==> src/rtl/orem_mul.sv <==
// Shared registered 32 by 32 bit unsigned multiplier.
module orem_mul (
  input  logic        clk_i,
  input  logic [31:0] a_i,
  input  logic [31:0] b_i,
  output logic [63:0] p_o
);

  logic [63:0] p_q;

  always_ff @(posedge clk_i) begin
    p_q <= 64'(a_i) * 64'(b_i);
  end

  assign p_o = p_q;

endmodule

==> config.mk <==
export PLATFORM = sky130hd
export DESIGN_NAME = orem_mul
export DESIGN_NICKNAME = d
export VERILOG_FILES = /design/src/rtl/orem_mul.sv
export SDC_FILE = /design/constraint.sdc
export NUM_CORES = 2
export LEC_CHECK = 0
export ABC_AREA = 1
export BUFFER_PORTS_ARGS = -buffer_cell sky130_fd_sc_hd__buf_4
export CAP_MARGIN = 30
export CORE_MARGIN = 3
export CORE_UTILIZATION = 35
export CTS_BUF_LIST = sky130_fd_sc_hd__clkbuf_4
export DETAILED_ROUTE_END_ITERATION = 8
export PLACE_DENSITY = 0.53
export SLEW_MARGIN = 20
export SYNTH_ARGS = -nofsm -noshare
export SYNTH_HDL_FRONTEND = slang
export SYNTH_SLANG_ARGS = --single-unit
export TNS_END_PERCENT = 10
==> constraint.sdc <==
create_clock -name clk_i -period 14.4 [get_ports clk_i]
set_input_delay 0 -clock clk_i [delete_from_list [all_inputs] [get_ports clk_i]]
set_output_delay 0 -clock clk_i [all_outputs]
set_load 0.03 [all_outputs]
# Word-level counts from Yosys, hierarchy flattened
# Cells that the tools add are included.
op_classes:
  mul: 1
op_table:
  columns: ["operator", "count"]
  rows:
  - ["$mul A32 B32 Y64", 1]
word_totals:
  wordCells: 2
  out_inout_bits: 64
  input_bits: 65
  reg_bits: 64

# Depth between registers and ports, before layout
logic_depth:
  word_depth: 1
  mapped_depth: 30

# Worst setup path before layout
# OpenSTA, ideal clock, no wires.
synth_path:
  path_type: "in2reg"
  start: "input a_i[25]"
  end: "register p_q[60] (netlist: p_o[60])"
  arrival_time_ns: 5.702
  path_buffers: 1
  required_time_ns: 14.288
  setup_slack_ns: 8.586
  cell_stages: 26
  cell_sequence: "clkbuf_1 > nand2_1 > fa_1 > inv_1 > fa_1 > inv_1 > fa_1 > inv_1 > fa_1 > fa_1 > fa_1 > fa_1 > inv_1 > fa_1 > inv_1 > ha_1 > nand2_1 > nand2_1 > a21oi_1 > nand2_1 > nand2_1 > nand2_1 > a21oi_1 > nand2_1 > nand2_1 > nand2_1"
synth_between:
  elab_chain_len: 1
synth_lines:
  columns: ["item", "line_no", "rtl"]
  rows:
  - ["start: declaration", "4", "input logic [31:0] a_i,"]
  - ["$mul A32 B32 Y64", "12", "p_q <= 64'(a_i) * 64'(b_i);"]
  - ["end signal: assignment", "12", null]
  - ["end: declaration", "9", "logic [63:0] p_q;"]
# No other way between the ends.

# Worst setup path in the final report
# Ends and elaborated chain as after synthesis.

==> results.md <==
- The average instance in the mapped netlist occupies about 7.4 µm².
- The placeable core region is 0.1057 mm².
- The TritonCTS sink count is 64.
- The I/O pin total is between 100 and 150.
- The sequential cells in the finished layout cover a total of between 0.001 and 0.0015 mm².
- Among all stages on the critical path, the largest delay is contributed by sky130_fd_sc_hd__fa_1.
- The initial antenna violation count was 3.
- The effective utilization at floorplan is 0.3538.
- After global routing the overflow that remains totals 0.
- The sequential fraction of the synthesis area is 0.03426.
- After the last flow step, the layout net total stands at 6,196.
- The number of hold buffers added after cts is 2.
- The first global-routing pass estimated 172,600 µm of wire.
- The number of gates resized after CTS is 0.
- The worst-path maximum fanout is 32.
- The number of buffers inserted during clock tree synthesis is 9.
- The part of the cycle the worst path needs is 0.4341.
- The share of flip-flops with an asynchronous set or reset is 0.
- The clock-pin slew on the worst setup and hold paths is 0.13 ns.
- The cell row count is between 100 and 150.
- The average wire per cell in the routed design is 16.62 µm.
- The cell with the most instances on the worst path is sky130_fd_sc_hd__nand2_1.
- The detailed-route wire length is 105,900 µm.
- The longest clock path from root to sink contains 2 buffers.
- The number of maximum-capacitance constraint violations is 0.
- Counting flops and latches in the post-synthesis netlist gives 64.
- In the final layout, the multi-input gates occupy 0.02889 mm².
- The share of cells above drive strength 1 is 0.04179.
- Across every metal layer, demand over resource in global routing totals 0.1978.
- The flow ran to the end, and the final reports show no timing, DRC or antenna violations.
- The iteration-0 DRC count of the detailed router is 1,714.
- The synthesis-to-layout area growth is 5.804%.
- The largest net degree at the start of global routing is 33.
- At the end of routability-driven placement, the weighted congestion stood at 0.9085.
- The signal arrival time at the worst endpoint is about 6.6 ns.
- The count of unique library cells instantiated by Yosys is 23.
- The via-per-instance ratio is 4.504.
- For this run, design rule violations remaining after detail routing come to 0.
- Summing every instance area after synthesis gives 0.03740 mm².
- The register with the most flip-flops in the layout has 64 of them.
- Setup repair after global routing left no endpoint under its margin.
- The critical path startpoint category is an input pin.
- The max-slew violation total from the final report is 0.
- The smallest clock period supported by the final layout is computed as about 6.3 ns.
- The buffers inserted during post-CTS setup optimization is 0.
- The endpoint type of the worst setup path is a flop.
- The startpoint of the worst hold path is b_i[1].
- The number of levels the H-tree was split into is 3.
- The first detailed-routing pass took 5 iterations.
- The floorplan die area is 0.1108 mm².
- In this run the horizontal extent of the chip is 332.9 µm.
- The via count of the first global-routing pass came to 30,810.
- Setup violations remaining at the end of the flow were counted as 0.
- TritonCTS built the clock tree.
- Among all flip-flop cells after synthesis, the most frequent one is sky130_fd_sc_hd__dfxtp_1.
- The headroom to the max-slew limit is 0.6221.
- The maximum operating frequency is 0.1600 GHz.
- The highest cell delay on the worst timing path is 0.61 ns.
- The worst hold path belongs to the class input pin to flop.
- By startpoint and endpoint, the worst setup path is classified as input pin to flop.
- After technology mapping, the gate count stands at 5,023.
- The actual transition at the worst max-transition pin is between 0.5 and 0.6 ns.
- For this run, the number of Yosys warnings is 0.
- The antenna violation net count after detailed routing is 0.
- The number of buffers added on ports is 128.
- The root buffer cell is sky130_fd_sc_hd__clkbuf_4.
- When the netlist entered floorplanning its net count stood at between 6,000 and 7,000.
- The height of the chip is 332.9 µm.
- The final HPWL from detailed placement is around 89,000 µm.
- The filler cells instantiated in the layout total ~11,000.
- The critical path starts at a_i[25].
- The sum of negative setup slack is 0 ns.
- The hold violation count in the final report is 0.
- The total vias in the final route is 28,690.
- STA puts the critical path data required time at 14.73 ns.
- Yosys mapped a number of flops with a built-in enable equal to 0.
==> worst max-delay path, delay by kind of cell <==
kind	cells	cell delay [ns]
adder cells (fa/ha/maj)	9	4.52
AO/OA/AOI/OAI	2	0.49
AND/OR/NAND/NOR	9	0.88
buffers and inverters	6	0.69
==> cells in the final DEF, fill, tap and decap left out, types with 2 or more instances in the layout <==
master | Yosys | final
sky130_fd_sc_hd__inv_1 | 1723 | 1723
sky130_fd_sc_hd__nand2_1 | 1566 | 1566
sky130_fd_sc_hd__o21ai_0 | 2 | 2
sky130_fd_sc_hd__nor2_4 | 6 | 6
sky130_fd_sc_hd__nor2_2 | 14 | 14
sky130_fd_sc_hd__dfxtp_1 | 64 | 64
sky130_fd_sc_hd__nor3_1 | 11 | 11
sky130_fd_sc_hd__ha_1 | 263 | 263
sky130_fd_sc_hd__nand3_2 | 9 | 9
sky130_fd_sc_hd__a21oi_1 | 43 | 43
sky130_fd_sc_hd__fa_1 | 896 | 896
sky130_fd_sc_hd__nand3_1 | 56 | 56
sky130_fd_sc_hd__nand4_1 | 16 | 16
sky130_fd_sc_hd__clkinv_2 | 0 | 2
sky130_fd_sc_hd__nor2_1 | 81 | 81
sky130_fd_sc_hd__xnor2_1 | 2 | 2
sky130_fd_sc_hd__nand2_2 | 15 | 15
sky130_fd_sc_hd__diode_2 | 0 | 3
sky130_fd_sc_hd__bufinv_16 | 0 | 2
sky130_fd_sc_hd__inv_2 | 12 | 12
sky130_fd_sc_hd__o21bai_1 | 11 | 11
sky130_fd_sc_hd__nor3_2 | 6 | 6
sky130_fd_sc_hd__clkbuf_4 | 0 | 9
sky130_fd_sc_hd__buf_4 | 0 | 128
sky130_fd_sc_hd__dlygate4sd3_1 | 0 | 2
sky130_fd_sc_hd__xor2_1 | 33 | 33
==> Yosys cell counts, types with 6 or more instances <==
library cell	instances	share of area
sky130_fd_sc_hd__inv_1	1723	0.17
sky130_fd_sc_hd__nand2_1	1566	0.16
sky130_fd_sc_hd__fa_1	896	0.48
sky130_fd_sc_hd__ha_1	263	0.088
sky130_fd_sc_hd__clkbuf_1	192	0.019
sky130_fd_sc_hd__nor2_1	81	0.0081
sky130_fd_sc_hd__dfxtp_1	64	0.034
sky130_fd_sc_hd__nand3_1	56	0.0075
sky130_fd_sc_hd__a21oi_1	43	0.0058
sky130_fd_sc_hd__xor2_1	33	0.0077
sky130_fd_sc_hd__nand4_1	16	0.0027
sky130_fd_sc_hd__nand2_2	15	0.0025
sky130_fd_sc_hd__nor2_2	14	0.0023
sky130_fd_sc_hd__inv_2	12	0.0012
sky130_fd_sc_hd__nor3_1	11	0.0015
sky130_fd_sc_hd__o21bai_1	11	0.0022
sky130_fd_sc_hd__nand3_2	9	0.0024
sky130_fd_sc_hd__nor2_4	6	0.0018
sky130_fd_sc_hd__nor3_2	6	0.0016
==> kinds of logic (layout without fill, tap and decap cells) <==
family,after synthesis,in the layout,synth area share
XOR/XNOR,35,35,0.008196
flip-flops,64,64,0.03426
adder cells (fa/ha/maj),1159,1159,0.5676
AO/OA/AOI/OAI,57,57,0.008531
buffers and inverters,1927,1881,0.1934
AND/OR/NAND/NOR,1781,1781,0.1880
other,0,3,0
==> final cells by class <==
type / count / area share
Multi-Input combinational cell: 3032 / 0.7300
Inverter: 1735 / 0.1646
Tap cell: 1391 / 0.04398
Sequential cell: 64 / 0.03238
Timing Repair Buffer: 130 / 0.02479
Clock inverter: 7 / 0.002403
Clock buffer: 9 / 0.001707
Antenna cell: 3 / 0.0001897
==> routing by layer <==
metal  up-vias  routed length, µm  part of all wire  GRT usage
met2       649              51610              0.49     0.3410
met3       122               4707             0.044    0.01964
li1      13510                  -                 -          -
met1     14420              47020              0.44     0.2684
met4         0               2569             0.024    0.04634
met5         -                  0                 0          0
==> through the flow <==
step / setup slack, ns / util / cell area [µm²] / std cells / hold slack, ns
after global placement: 7.694 / 0.3725 / 39380 / 6350 / 0.4300
after floorplan: 8.586 / - / 37400 / 5023 / 0.09763
after detailed placement: 7.711 / 0.3725 / 39380 / 6350 / 0.4315
after global routing: 7.844 / 0.3743 / 39570 / 6371 / 0.2393
after CTS: 8.184 / 0.3743 / 39560 / 6368 / 0.1791
final: 8.149 / 0.3743 / 39570 / 6371 / 0.1953
==> worst paths after layout <==
check,to,slack (ns),cells after the start
worst max-delay path,p_o[60]$_DFF_P_,8.15,26
worst min-delay path,p_o[1]$_DFF_P_,0.20,4
Power is not shown: default switching activity piles up to over one toggle a cycle in this logic, so the estimate is an artifact.
