$ cat config.mk
export PLATFORM = sky130hd
export DESIGN_NAME = orem_div
export DESIGN_NICKNAME = d
export VERILOG_FILES = /design/src/rtl/orem_pkg.sv /design/src/rtl/orem_div.sv
export SDC_FILE = /design/constraint.sdc
export NUM_CORES = 1
export LEC_CHECK = 0
export BUFFER_PORTS_ARGS = -buffer_cell sky130_fd_sc_hd__buf_2
export CAP_MARGIN = 15
export CORE_MARGIN = 3
export CORE_UTILIZATION = 60
export CTS_BUF_LIST = sky130_fd_sc_hd__clkbuf_8
export CTS_CLUSTER_DIAMETER = 100
export DETAILED_ROUTE_END_ITERATION = 8
export HOLD_SLACK_MARGIN = 0.08
export PLACE_DENSITY = 0.88
export SETUP_SLACK_MARGIN = 0.05
export SYNTH_ARGS = -nofsm -noshare
export SYNTH_HDL_FRONTEND = slang
export SYNTH_SLANG_ARGS = --single-unit
$ cat constraint.sdc
create_clock -name clk_i -period 8.1 [get_ports clk_i]
set_clock_uncertainty 0.05 [all_clocks]
set_input_delay 0.405 -clock clk_i [delete_from_list [all_inputs] [get_ports clk_i]]
set_output_delay 0.405 -clock clk_i [all_outputs]
set_load 0.01 [all_outputs]
$ cat src/rtl/orem_pkg.sv
// Shared types, constants and helper functions for the oscillator residual error metrics block.
package orem_pkg;

  // Default configuration of the datapath.
  localparam int unsigned SAMPLE_BITS_DEF      = 32;
  localparam int unsigned FRAC_BITS_DEF        = 16;
  localparam int unsigned LOG2_MAX_SAMPLES_DEF = 16;

  // 2*pi and 4*pi^2 with 32 fraction bits; rounded to the nearest FRAC_BITS value at elaboration.
  localparam logic [63:0] TWO_PI_Q32     = 64'd26986075409;
  localparam logic [63:0] FOUR_PI_SQ_Q32 = 64'd169558512509;

  // Configuration register indexes.
  localparam int unsigned CFG_IDX_W = 2;
  typedef enum logic [CFG_IDX_W-1:0] {
    CFG_DAMPING      = 2'd0,
    CFG_PERIOD       = 2'd1,
    CFG_SQUARE_COEFF = 2'd2,
    CFG_CUBE_COEFF   = 2'd3
  } cfg_idx_e;

  // Width of the divider step count: 64 numerator bits plus up to 63 extra fraction bits.
  localparam int unsigned STEP_W = 7;

  typedef struct packed {
    logic              start;
    logic [63:0]       num;
    logic [63:0]       den;
    logic [STEP_W-1:0] frac_steps;
  } div_req_t;

  typedef struct packed {
    logic        done;
    logic        ovf;
    logic [63:0] quo;
  } div_rsp_t;

  function automatic logic [63:0] mag64(input logic signed [63:0] x);
    logic [63:0] m;
    m = x[63] ? (64'd0 - 64'(x)) : 64'(x);
    return m;
  endfunction

  function automatic logic [63:0] sat_add64(input logic [63:0] a, input logic [63:0] b);
    logic [64:0] s;
    s = {1'b0, a} + {1'b0, b};
    return s[64] ? '1 : s[63:0];
  endfunction

endpackage

$ cat src/rtl/orem_div.sv
// Restoring bit-serial divider giving floor(num * 2^frac_steps / den) with overflow flag.
module orem_div (
  input  logic               clk_i,
  input  logic               rst_ni,
  input  orem_pkg::div_req_t req_i,
  output orem_pkg::div_rsp_t rsp_o,
  output logic               busy_o
);

  logic [63:0]               num_q;
  logic [63:0]               den_q;
  logic [63:0]               rem_q;
  logic [63:0]               quo_q;
  logic                      ovf_q;
  logic                      busy_q;
  logic                      done_q;
  logic [orem_pkg::STEP_W-1:0] cnt_q;

  logic [64:0] trial;
  logic [64:0] diff;
  logic        fits;

  assign trial = {rem_q, num_q[63]};
  assign fits  = trial >= {1'b0, den_q};
  assign diff  = trial - {1'b0, den_q};

  always_ff @(posedge clk_i or negedge rst_ni) begin
    if (!rst_ni) begin
      busy_q <= 1'b0;
      done_q <= 1'b0;
      cnt_q  <= '0;
    end else if (req_i.start) begin
      busy_q <= 1'b1;
      done_q <= 1'b0;
      cnt_q  <= orem_pkg::STEP_W'(64) + req_i.frac_steps;
    end else if (busy_q) begin
      cnt_q <= cnt_q - orem_pkg::STEP_W'(1);
      if (cnt_q == orem_pkg::STEP_W'(1)) begin
        busy_q <= 1'b0;
        done_q <= 1'b1;
      end
    end else begin
      done_q <= 1'b0;
    end
  end

  always_ff @(posedge clk_i) begin
    if (req_i.start) begin
      num_q <= req_i.num;
      den_q <= req_i.den;
      rem_q <= '0;
      quo_q <= '0;
      ovf_q <= 1'b0;
    end else if (busy_q) begin
      num_q <= {num_q[62:0], 1'b0};
      rem_q <= fits ? diff[63:0] : trial[63:0];
      ovf_q <= ovf_q | quo_q[63];
      quo_q <= {quo_q[62:0], fits};
    end
  end

  assign rsp_o.done = done_q;
  assign rsp_o.ovf  = ovf_q;
  assign rsp_o.quo  = quo_q;
  assign busy_o     = busy_q;

endmodule

# Word-level counts from Yosys, hierarchy flattened
# Cells that the tools add are included.
totals:
  ff_bits: 266
  in_bits: 138
op_classes:
  add_sub_neg: 3
  order_cmp: 1
  n_eq_ne: 2
  mux: 11
  bitwise_logic: 1
  n_reduce_logical: 1
op_table:
  columns: ["cell", "n"]
  rows:
  - ["2-to-1 mux 64 bit", 3]
  - [">= comparator 65 x 64 -> 1 bit", 1]
  - ["subtractor 64 bit", 1]
  - ["2-to-1 mux 7 bit", 2]
  - ["adder 7 bit, first input constant", 1]
  - ["== test 7 x 1 -> 1 bit, second input constant", 1]
  - ["subtractor 7 x 1 -> 7 bit, second input constant", 1]
  - ["2-to-1 mux 1 bit", 6]
  - ["!= test 3 x 2 -> 1 bit, second input constant", 1]
  - ["nonzero test 2 bit", 1]
  - ["OR 1 bit", 1]

# Logic depth before layout (Yosys ltp)
# Gate-level depths: netlist of run 1.
depth:
  ltp_word: 4
  ltp_mapped: 15

# Worst setup path after synthesis of run 1
# OpenSTA, ideal clock, no wires.
synth_timing:
  path_kind: "register -> register"
  startpoint: "reg num_q[63]"
  endpoint: "reg rem_q[62]"
  setup_ns: 0.088
  arrival_time_ns: 2.997
  t_required_ns: 7.962
  path_slack_ns: 4.965
  stages_incl_launch_ff: 14
  path_buffers: 0
  cell_sequence: "edfxtp_1 inv_1 ha_1 fa_1 and2b_1 o31a_2 o21ai_2 o41ai_4 a31o_2 a31oi_2 a2111oi_2 o21ai_1 mux2_1 a311oi_2"
synth_via:
  elab_chain_len: 2
  elab_cells_between_ends: 3
synth_rtl:
  columns: ["element", "line", "source"]
  rows:
  - ["start, declared", "orem_div.sv:10", "logic [63:0] num_q;"]
  - ["start signal, assigned", "orem_div.sv:49", "num_q <= req_i.num;"]
  - ["start signal, assigned", "orem_div.sv:55", "num_q <= {num_q[62:0], 1'b0};"]
  - ["subtractor 64 bit or >= comparator 65 x 64 -> 1 bit (tied branches)", "orem_div.sv:25, orem_div.sv:24", null]
  - ["2-to-1 mux 64 bit *", "orem_div.sv:56", "rem_q <= fits ? diff[63:0] : trial[63:0];"]
  - ["end signal, assigned", "orem_div.sv:56", null]
  - ["end, declared", "orem_div.sv:12", "logic [63:0] rem_q;"]
# Every way passes the cells marked *; elsewhere a longest branch is shown, timed or not.
# A chain may end at the register's enable or synchronous reset.

# Worst setup path in the final report of run 1
layout_timing:
  startpoint: "reg den_q[26]"
  endpoint: "reg rem_q[62]"
layout_via:
  elab_chain_len: 2
  elab_cells_between_ends: 3
layout_rtl:
  columns: ["element", "line", "source"]
  rows:
  - ["start, declared", "orem_div.sv:11", "logic [63:0] den_q;"]
  - ["start signal, assigned", "orem_div.sv:50", "den_q <= req_i.den;"]
  - ["subtractor 64 bit or >= comparator 65 x 64 -> 1 bit (tied branches)", "orem_div.sv:25, orem_div.sv:24", null]
  - ["2-to-1 mux 64 bit *", "orem_div.sv:56", null]
# Marked as above.

==> results.py, run 1 <==
metrics = {
    "route": {
        "vias": 12181,
        "avgRoutedWirePerCell_um": 18.7,
        "drtAntennaViolNets": 0,
        "first_pass_iters": 5,
        "via_per_inst": 5.89,
        "drt_iter0_markers": 1154,
        "routed_wl_mm": 38.6,
        "drc_errors": 0,
    },
    "clock_network": {
        "insertion_delay_ns": 0.57,
        "cts_sinks": 266,
        "cts_buffers": 44,
        "h-tree-depth": 2,
        "cts_buffer_depth": 3,
        "cts_tree": "yes",
        "clkSlewWorstSetupHoldPaths_ns": 0.07,
        "ctsResizeCount": 0,
        "clockRootBuffer": "clkbuf_8",
    },
    "yosys": {
        "syn_inst": 1465,
        "synth_compound_area_share_pct": 15.9,
        "synth_edf_count": 128,
        "syn_area_sq_um": 14300,
        "synth_area_leaders": "edfxtp_1 (27%), dfxtp_1 (18%), ha_1 (5.8%), mux2i_1 (5.3%), mux2_2 (5.1%)",
        "yosysMostFrequentCell": "nor2_1",
        "ys_seq_area_share_pct": 46.4,
        "synthArstFlopShare_pct": 3.38,
        "synthDominantCellAreaShare_pct": 26.8,
        "synthXorXnorAreaFrac_pct": 3.30,
        "synth_top_family_by_area": "compound AO/OA/AOI/OAI gates",
        "netlist.top_cell.by_area": "edfxtp_1",
        "yosys.area_share.adder_pct": 5.90,
        "synthMuxAreaShare_pct": 10.6,
        "ys_top_cells_by_count": "nor2_1 (153), nand2_1 (143), dfxtp_1 (129), edfxtp_1 (128), a21oi_1 (92)",
        "synth_simple_gate_area_share_pct": 12.8,
        "yosys_warnings": 0,
        "syn_avg_cell_area_sq_um": 9.79,
        "synth_fp_nets": 1670,
        "synthDistinctLibCells": 78,
        "synth_ff_type": "dfxtp_1",
        "synth_seq_cells": 266,
    },
    "floorplanning": {
        "io_pins": 205,
        "num_rows": 55,
        "die-width_um": 161,
        "die-area_sq_um": 25800,
        "die_h_um": 161,
        "start_util_pct": 62.2,
        "core_region_area_sq_um": 23100,
    },
    "critical_path": {
        "cp_cell_sequence": "inv_1 -> ha_1 -> a21oi_1 -> o21a_1 -> a21oi_1 -> nor2_1 -> nor4_4 -> o22ai_2 -> o31ai_4 -> buf_4 -> mux2_1 -> mux2i_1 -> a311oi_2",
        "start_kind": "flip-flop",
        "end_kind": "flip-flop",
        "worst-setup-path-type": "flip-flop to flip-flop",
        "arrival_ns": 4.63,
        "path_max_fanout": 52,
        "crit_family": "compound AO/OA/AOI/OAI gates",
        "critPathRequiredTime_ns": 8.45,
        "crit_top_cell": "a21oi_1",
        "cp_slowest_stage_delay_ns": 0.83,
        "critPathSlowestCell": "o31ai_4",
        "worst-path-buf-inv": 2,
    },
    "final_layout": {
        "syn_to_final_growth_pct": 19.4,
        "num-fill-cells": 1571,
        "final_layout_size_suffix_gt1_share_pct": 20.2,
        "nets": 1924,
    },
    "timing": {
        "rsz0062_at_grt": "no",
        "setup_viol": 0,
        "drv_slew": 0,
        "fin_crit_ns": 4.28,
        "worst_pin_slew_ns": 1.09,
        "hold_viol_final": 0,
        "fin_ws_ns": 3.82,
        "max_freq_mhz": 234,
        "fin_crit_sh_pct": 52.8,
        "setup_tns_ns": 0,
        "slew_headroom_pct": 27.2,
    },
    "global_routing": {
        "grt_pass1_vias": 12201,
        "grt_max_degree": 86,
        "grt_usage_pct": 28.7,
        "grt_overflow_total": 0,
        "grt_pass1_wl_mm": 61.3,
        "antenna_found_initial": 1,
    },
    "power": {
        "powerDensity_nw_per_um2": 281,
        "p_leak_nw": 7.97,
        "peakVddDrop_v": 0.000165,
    },
    "placement": {
        "port_buffers": 204,
        "gp_congestion": 0.961,
        "preCtsSetupSlack_ns": 3.88,
        "place.detailed.hpwl_mm": 24.6,
    },
    "run": {
        "max_cap_viol_count": 0,
    },
    "hold_path": {
        "hold_class": "input pin to flip-flop",
    },
    "run_status": {
        "status": "finished clean",
    },
}
-- power breakdown --
part / total [W] / leakage [nW] / switching (W) / internal [W]
clock: 0.00117 / 0.526 / 0.000559 / 0.000611
sequential: 0.00175 / 2.46 / 0.000131 / 0.00162
combinational: 0.00189 / 4.98 / 0.00114 / 0.000754
-- cells in the final DEF, fill, tap and decap left out, types with 9 or more instances in the layout --
| cell type | instances |
|---|---|
| a21o_1 | 32 |
| a31oi_1 | 12 |
| xnor2_1 | 34 |
| dfxtp_1 | 129 |
| a311oi_1 | 21 |
| and3_1 | 9 |
| ha_1 | 66 |
| a21oi_1 | 92 |
| o211ai_1 | 12 |
| nand2_1 | 143 |
| mux2i_1 | 76 |
| buf_2 | 203 |
| inv_1 | 116 |
| o21ai_1 | 10 |
| buf_4 | 9 |
| mux2_2 | 65 |
| nor2_1 | 152 |
| o21ai_0 | 65 |
| o21a_1 | 10 |
| a211oi_1 | 22 |
| dlygate4sd3_1 | 84 |
| o21bai_1 | 17 |
| nor3_1 | 12 |
| edfxtp_1 | 128 |
| clkbuf_8 | 49 |
| nand4_1 | 27 |
| nand3_1 | 27 |
| xor2_1 | 20 |
-- path summary, 6_finish.rpt --
check                      cells past startpoint         to  slack [ns]  startpoint
setup / recovery                              13  rem_q[62]        3.82   den_q[26]
hold / removal                                 2  num_q[33]        0.08  req_i[104]
setup reg to reg                              13  rem_q[62]        3.82   den_q[26]
hold reg to reg                                2  rem_q[51]        0.42   rem_q[51]
max in group asynchronous                      2     busy_o        7.59      rst_ni
min in group asynchronous                      2   cnt_q[5]        0.19      rst_ni
-- stage by stage --
stage               area, sq um  power (W)  hold slack [ns]  util (%)  std cells
global route              17100    0.00510           0.0720      74.3       2068
CTS                       17100    0.00475           0.0801      74.1       2062
global placement          15400    0.00350            0.210      66.9       1902
detailed placement        15400    0.00356            0.214      66.9       1902
finish                    17100    0.00481           0.0779      74.3       2068
floorplan                 14300    0.00318           0.0594         -       1465
-- layout make-up --
class	count	area (sq um)	area share, %
Multi-Input combinational cell	1019	6950	40.6
Sequential cell	266	6660	38.9
Timing Repair Buffer	297	1940	11.3
Clock buffer	48	661	3.86
Tap cell	313	392	2.29
Inverter	91	342	1.99
Clock inverter	33	193	1.12
Antenna cell	1	2.50	0.0146
-- flip-flops by register name, indices dropped and copies added, names as in the netlist --
signal,flops
busy_o,1
cnt_q,7
den_q,64
done_q,1
num_q,64
ovf_q,1
quo_q,64
rem_q,64
-- routing by layer --
metal / GRT usage, % / part of all wire (%)
met1: 35.4 / 40
met2: 48.6 / 50
met5: 0 / 0
met4: 12.7 / 4.0
met3: 6.14 / 6.9
-- cells by family after synthesis --
logic type | after synthesis
AO/OA/AOI/OAI | 343
XOR/XNOR | 54
adder cells (fa/ha/maj) | 67
buffers and inverters | 180
flip-flops | 266
multiplexers | 143
AND/OR/NAND/NOR | 412
-- repair_timing --
action,in CTS,in global routing
buffers inserted,0,0
hold buffers,79,5
endpoints found under the hold margin,87,5
Power figures use the tool's default switching activity.
==> inputs of run 2 (changes only) <==
==> constraint.sdc (replaced) <==
create_clock -name clk_i -period 4.4 [get_ports clk_i]
set_clock_uncertainty 0.05 [all_clocks]
set_input_delay 0.22 -clock clk_i [delete_from_list [all_inputs] [get_ports clk_i]]
set_output_delay 0.22 -clock clk_i [all_outputs]
set_load 0.01 [all_outputs]
==> results.py, run 2 (same netlist as run 1, synthesis figures left out) <==
metrics = {
    "run_status": {
        "status": "finished clean",
    },
    "placement": {
        "dp.cells": 1906,
        "gp_congestion": 0.994,
        "place.detailed.hpwl_mm": 25.4,
        "port_buffers": 204,
    },
    "power": {
        "p_leak_nw": 8.17,
        "powerDensity_nw_per_um2": 505,
        "peakVddDrop_v": 0.000384,
    },
    "global_routing": {
        "grt_max_degree": 109,
        "grt_pass1_wl_mm": 68.6,
        "grt_pass1_vias": 13235,
        "grt_overflow_total": 0,
        "antenna_found_initial": 0,
        "grt_usage_pct": 32.7,
    },
    "floorplanning": {
        "die-width_um": 161,
        "die_h_um": 161,
        "start_util_pct": 62.2,
        "io_pins": 205,
        "die-area_sq_um": 25800,
        "num_rows": 55,
        "core_region_area_sq_um": 23100,
    },
    "final_layout": {
        "syn_to_final_growth_pct": 23.0,
        "regArea_sq_um": 6660,
        "multi_input_area_sq_um": 6950,
        "final_cell_mix": "buf_2 (203), nor2_1 (152), nand2_1 (143), dlygate4sd3_1 (137), dfxtp_1 (129)",
        "layout_commonest_cell": "buf_2",
        "nets": 1979,
        "fin_util_pct": 76.5,
        "antenna_cells": 0,
        "final_layout_size_suffix_gt1_share_pct": 20.0,
        "num-fill-cells": 1443,
        "layoutNonFillerInstCount": 2121,
    },
    "timing": {
        "drv_slew": 0,
        "worst_pin_slew_ns": 1.07,
        "max_freq_mhz": 270,
        "setup_tns_ns": 0,
        "rsz0062_at_grt": "no",
        "fin_crit_sh_pct": 84.0,
        "setup_viol": 0,
        "slew_headroom_pct": 28.8,
        "fin_crit_ns": 3.70,
        "hold_viol_final": 0,
    },
    "clock_network": {
        "post_cts_buffers": 0,
        "clockRootBuffer": "clkbuf_8",
        "cts_buffer_depth": 3,
        "cts_tree": "yes",
        "insertion_delay_ns": 0.56,
        "clkSlewWorstSetupHoldPaths_ns": 0.07,
        "cts_buffers": 42,
        "cts_sinks": 266,
        "h-tree-depth": 2,
    },
    "route": {
        "drt_iter0_markers": 1199,
        "first_pass_iters": 9,
        "drtAntennaViolNets": 0,
        "avgRoutedWirePerCell_um": 20.3,
        "routed_wl_mm": 43.0,
        "drc_errors": 0,
        "vias": 12815,
        "via_per_inst": 6.04,
    },
    "critical_path": {
        "end_kind": "flip-flop",
        "start_kind": "flip-flop",
        "path_max_fanout": 4,
        "arrival_ns": 4.12,
        "worst-setup-path-type": "flip-flop to flip-flop",
        "critPathRequiredTime_ns": 4.82,
    },
    "hold_path": {
        "hold_class": "input pin to flip-flop",
    },
    "run": {
        "max_cap_viol_count": 0,
    },
}
run 2: cell count changes in the layout (fill, tap and decap cells not counted), moves of 2 or more:
| cell | change |
|---|---|
| bufinv_16 | -2 |
| clkinv_1 | +2 |
| dlygate4sd3_1 | +53 |
| buf_4 | +4 |
| clkinv_2 | +4 |
| inv_1 | -8 |
run 2: what timing repair did:
| item | CTS | global route |
|---|---|---|
| gates resized for setup | 0 | 0 |
| endpoints found under the hold margin | 144 | 0 |
| hold buffers | 137 | 0 |
| setup endpoints to repair | 0 | 0 |
run 2: metrics by stage:
stage / hold slack, ns / instance area (sq um) / setup slack, ns / power [W]
floorplan: -0.126 / 14300 / 1.26 / 0.00585
global placement: 0.0263 / 15500 / 0.793 / 0.00649
CTS: 0.297 / 17600 / 0.763 / 0.00873
finish: 0.318 / 17600 / 0.702 / 0.00892
detailed placement: 0.0297 / 15500 / 0.790 / 0.00660
global route: 0.314 / 17600 / 0.454 / 0.00940
run 2: worst max-delay path, stage by stage, from the launching register on:
cell	delay, ns
edfxtp_1	0.40
ha_1	0.23
fa_1	0.37
and2b_1	0.24
o31a_2	0.17
o21ai_2	0.12
o41ai_4	0.42
a31o_2	0.33
a31oi_2	0.16
a2111oi_2	0.43
o21ai_1	0.11
mux2_1	0.35
a311oi_2	0.26
run 2: worst paths after layout:
check	startpoint	cells after the start	slack (ns)	endpoint
max	den_q[0]	12	0.70	rem_q[62]
min reg2reg	rem_q[63]	2	0.44	rem_q[63]
max reg2reg	den_q[0]	12	0.70	rem_q[62]
min	req_i[51]	2	0.32	den_q[44]
min in group asynchronous	rst_ni	3	0.64	cnt_q[0]
max in group asynchronous	rst_ni	3	3.29	busy_o
run 2: power breakdown:
group          total (W)  switching, W  leakage, nW  internal [W]
combinational    0.00361       0.00217         5.22       0.00143
clock            0.00207       0.00105        0.486       0.00103
sequential       0.00324      0.000265         2.46       0.00298
run 2: area by class of cell:
cell class              count  share of cell area, %
clock buffers              49                   3.82
clock inverters            29                  0.773
inverters                  91                   1.94
multi-input cells        1019                   39.4
flip-flops and latches    266                   37.7
well taps                 313                   2.22
repair buffers            354                   14.2
run 2: routing by layer:
metal / up-vias / track usage (%) / part of all wire, %
met5: - / 0 / 0
met4: 0 / 17.7 / 5.9
met3: 218 / 6.19 / 7.5
met2: 696 / 57.5 / 49
met1: 6003 / 37.6 / 37
li1: 5898 / - / -
==> inputs of run 3 (changes only) <==
--- a/config.mk
+++ b/config.mk
@@ -8,12 +8,12 @@
 export BUFFER_PORTS_ARGS = -buffer_cell sky130_fd_sc_hd__buf_2
 export CAP_MARGIN = 15
 export CORE_MARGIN = 3
-export CORE_UTILIZATION = 60
+export CORE_UTILIZATION = 54
 export CTS_BUF_LIST = sky130_fd_sc_hd__clkbuf_8
 export CTS_CLUSTER_DIAMETER = 100
 export DETAILED_ROUTE_END_ITERATION = 8
 export HOLD_SLACK_MARGIN = 0.08
-export PLACE_DENSITY = 0.88
+export PLACE_DENSITY = 0.84
 export SETUP_SLACK_MARGIN = 0.05
 export SYNTH_ARGS = -nofsm -noshare
 export SYNTH_HDL_FRONTEND = slang
==> constraint.sdc (replaced) <==
create_clock -name clk_i -period 3.03 [get_ports clk_i]
set_clock_uncertainty 0.05 [all_clocks]
set_input_delay 0.1515 -clock clk_i [delete_from_list [all_inputs] [get_ports clk_i]]
set_output_delay 0.1515 -clock clk_i [all_outputs]
set_load 0.01 [all_outputs]
==> results.py, run 3 (same netlist as run 1, synthesis figures left out) <==
metrics = {
    "global_routing": {
        "grt-busiest-layer": "met2",
        "grt_max_degree": 111,
        "grt_pass1_vias": 13437,
        "use_met3_pct": 4.41,
        "met1_usage_pct": 37.0,
        "antenna_found_initial": 0,
        "grt_overflow_total": 0,
        "globalRouteMet2Util_pct": 50.1,
        "grt_pass1_wl_mm": 68.3,
        "grt_usage_pct": 29.2,
    },
    "final_layout": {
        "antenna_cells": 0,
        "final_cell_mix": "buf_2 (203), buf_4 (178), nor2_1 (150), dlygate4sd3_1 (137), dfxtp_1 (129)",
        "nets": 2179,
        "syn_to_final_growth_pct": 42.8,
        "layout_commonest_cell": "buf_2",
        "final_layout_size_suffix_gt1_share_pct": 34.8,
    },
    "critical_path": {
        "critPathSlowestCell": "edfxtp_1",
        "critPathRequiredTime_ns": 3.46,
        "worst-setup-path-type": "flip-flop to flip-flop",
        "start_kind": "flip-flop",
        "path_max_fanout": 4,
        "end_kind": "flip-flop",
        "arrival_ns": 3.66,
        "cp_slowest_stage_delay_ns": 0.40,
        "cp_cell_sequence": "inv_1 -> ha_4 -> buf_4 -> o21ai_0 -> o211ai_1 -> a21oi_1 -> o41ai_4 -> a31o_2 -> a31oi_4 -> a2111oi_4 -> o21ai_2 -> mux2_4 -> a311oi_2",
    },
    "timing": {
        "fin_crit_sh_pct": 107,
        "fin_crit_ns": 3.23,
        "setup_viol": 39,
        "setup_tns_ns": -2.12,
        "worst_pin_slew_ns": 0.863,
        "fin_ws_ns": -0.202,
        "hold_viol_final": 0,
        "max_freq_mhz": 309,
        "rsz0062_at_grt": "yes",
        "drv_slew": 0,
        "slew_headroom_pct": 42.4,
    },
    "clock_network": {
        "cts_tree": "yes",
        "cts_buffer_depth": 3,
        "insertion_delay_ns": 0.59,
        "cts_sinks": 266,
        "cts_buffers": 44,
        "clockRootBuffer": "clkbuf_8",
        "h-tree-depth": 2,
        "clkSlewWorstSetupHoldPaths_ns": 0.07,
    },
    "power": {
        "peakVddDrop_v": 0.000424,
        "p_leak_nw": 9.46,
        "powerDensity_nw_per_um2": 796,
        "finalPower_w": 0.0163,
    },
    "floorplanning": {
        "num_rows": 59,
        "core_region_area_sq_um": 26100,
        "io_pins": 205,
        "die-width_um": 169,
        "start_util_pct": 55.0,
        "die_h_um": 169,
        "die-area_sq_um": 28600,
    },
    "hold_path": {
        "hold_class": "input pin to flip-flop",
    },
    "route": {
        "drt_iter0_markers": 1593,
        "via_per_inst": 5.97,
        "avgRoutedWirePerCell_um": 20.3,
        "routed_wl_mm": 47.5,
        "drtAntennaViolNets": 0,
        "first_pass_iters": 6,
        "drc_errors": 0,
        "vias": 13988,
    },
    "run_status": {
        "violations": "negative setup slack",
        "status": "complete, but fails checks",
    },
    "placement": {
        "place.detailed.hpwl_mm": 27.0,
        "port_buffers": 204,
        "gp_congestion": 0.939,
    },
    "run": {
        "max_cap_viol_count": 0,
    },
}
==> run 3: changes by cell type in the layout (fill, tap and decap cells not counted), sizes merged <==
cell / change
inv: +2
clkbuf: +4
bufinv: +1
buf: +194
==> run 3: final timing paths <==
kind,start,endpoint,slack (ns),depth (start not counted)
max reg2reg,den_q[10],rem_q[62],-0.20,13
min in group asynchronous,rst_ni,cnt_q[2],0.58,3
min,req_i[135],den_q[31],0.08,1
max in group asynchronous,rst_ni,busy_o,2.01,3
min reg2reg,rem_q[51],rem_q[51],0.43,2
max,den_q[10],rem_q[62],-0.20,13
==> run 3: report_power, final <==
group	internal [W]	leakage, nW	switching [W]
sequential	0.00432	2.46	0.000423
combinational	0.00410	6.49	0.00431
clock	0.00159	0.507	0.00156
total	0.0100	9.46	0.00629
==> run 3: layout make-up <==
type                       count  area, sq um
clock buffer                  49          674
clock inverter                32          175
fill                        1434         5580
inverter                      91          342
multi-input combinational   1019         7920
sequential                   266         6660
tap                          335          419
timing repair buffer         552         4290
==> run 3: per-layer routing <==
layer  wire, um  up-vias
met4       2560        0
li1           -     6316
met1      18200     6604
met3       3710      236
met2      23000      832
met5          0        -
==> run 3: critical path: cells and delay by family (launching register included) <==
family          cells  cell delay, ns
flops               1            0.40
fa+ha+maj           1            0.23
compound gates      9            1.84
mux                 1            0.32
buf+inv             2            0.28
==> run 3: per-stage QoR <==
stage	cell area (sq um)	instances	setup WS (ns)	utilization, %	hold WS (ns)
after CTS	19300	2316	-0.0680	74.1	0.0612
after floorplan	14400	1465	-0.0887	-	-0.194
final	20500	2344	-0.202	78.6	0.0793
after global placement	16800	2089	-0.112	64.6	-0.0426
after global routing	20500	2344	-0.248	78.6	0.0997
after detailed placement	16800	2089	-0.216	64.6	-0.0406
==> run 3: timing repair <==
item,4_1_cts,5_1_grt
resized for setup,29,189
gates cloned,1,4
hold buffers,137,0
endpoints found under the setup margin,64,64
endpoints found under the hold margin,159,0
setup buffers,8,24
pin swaps,12,75
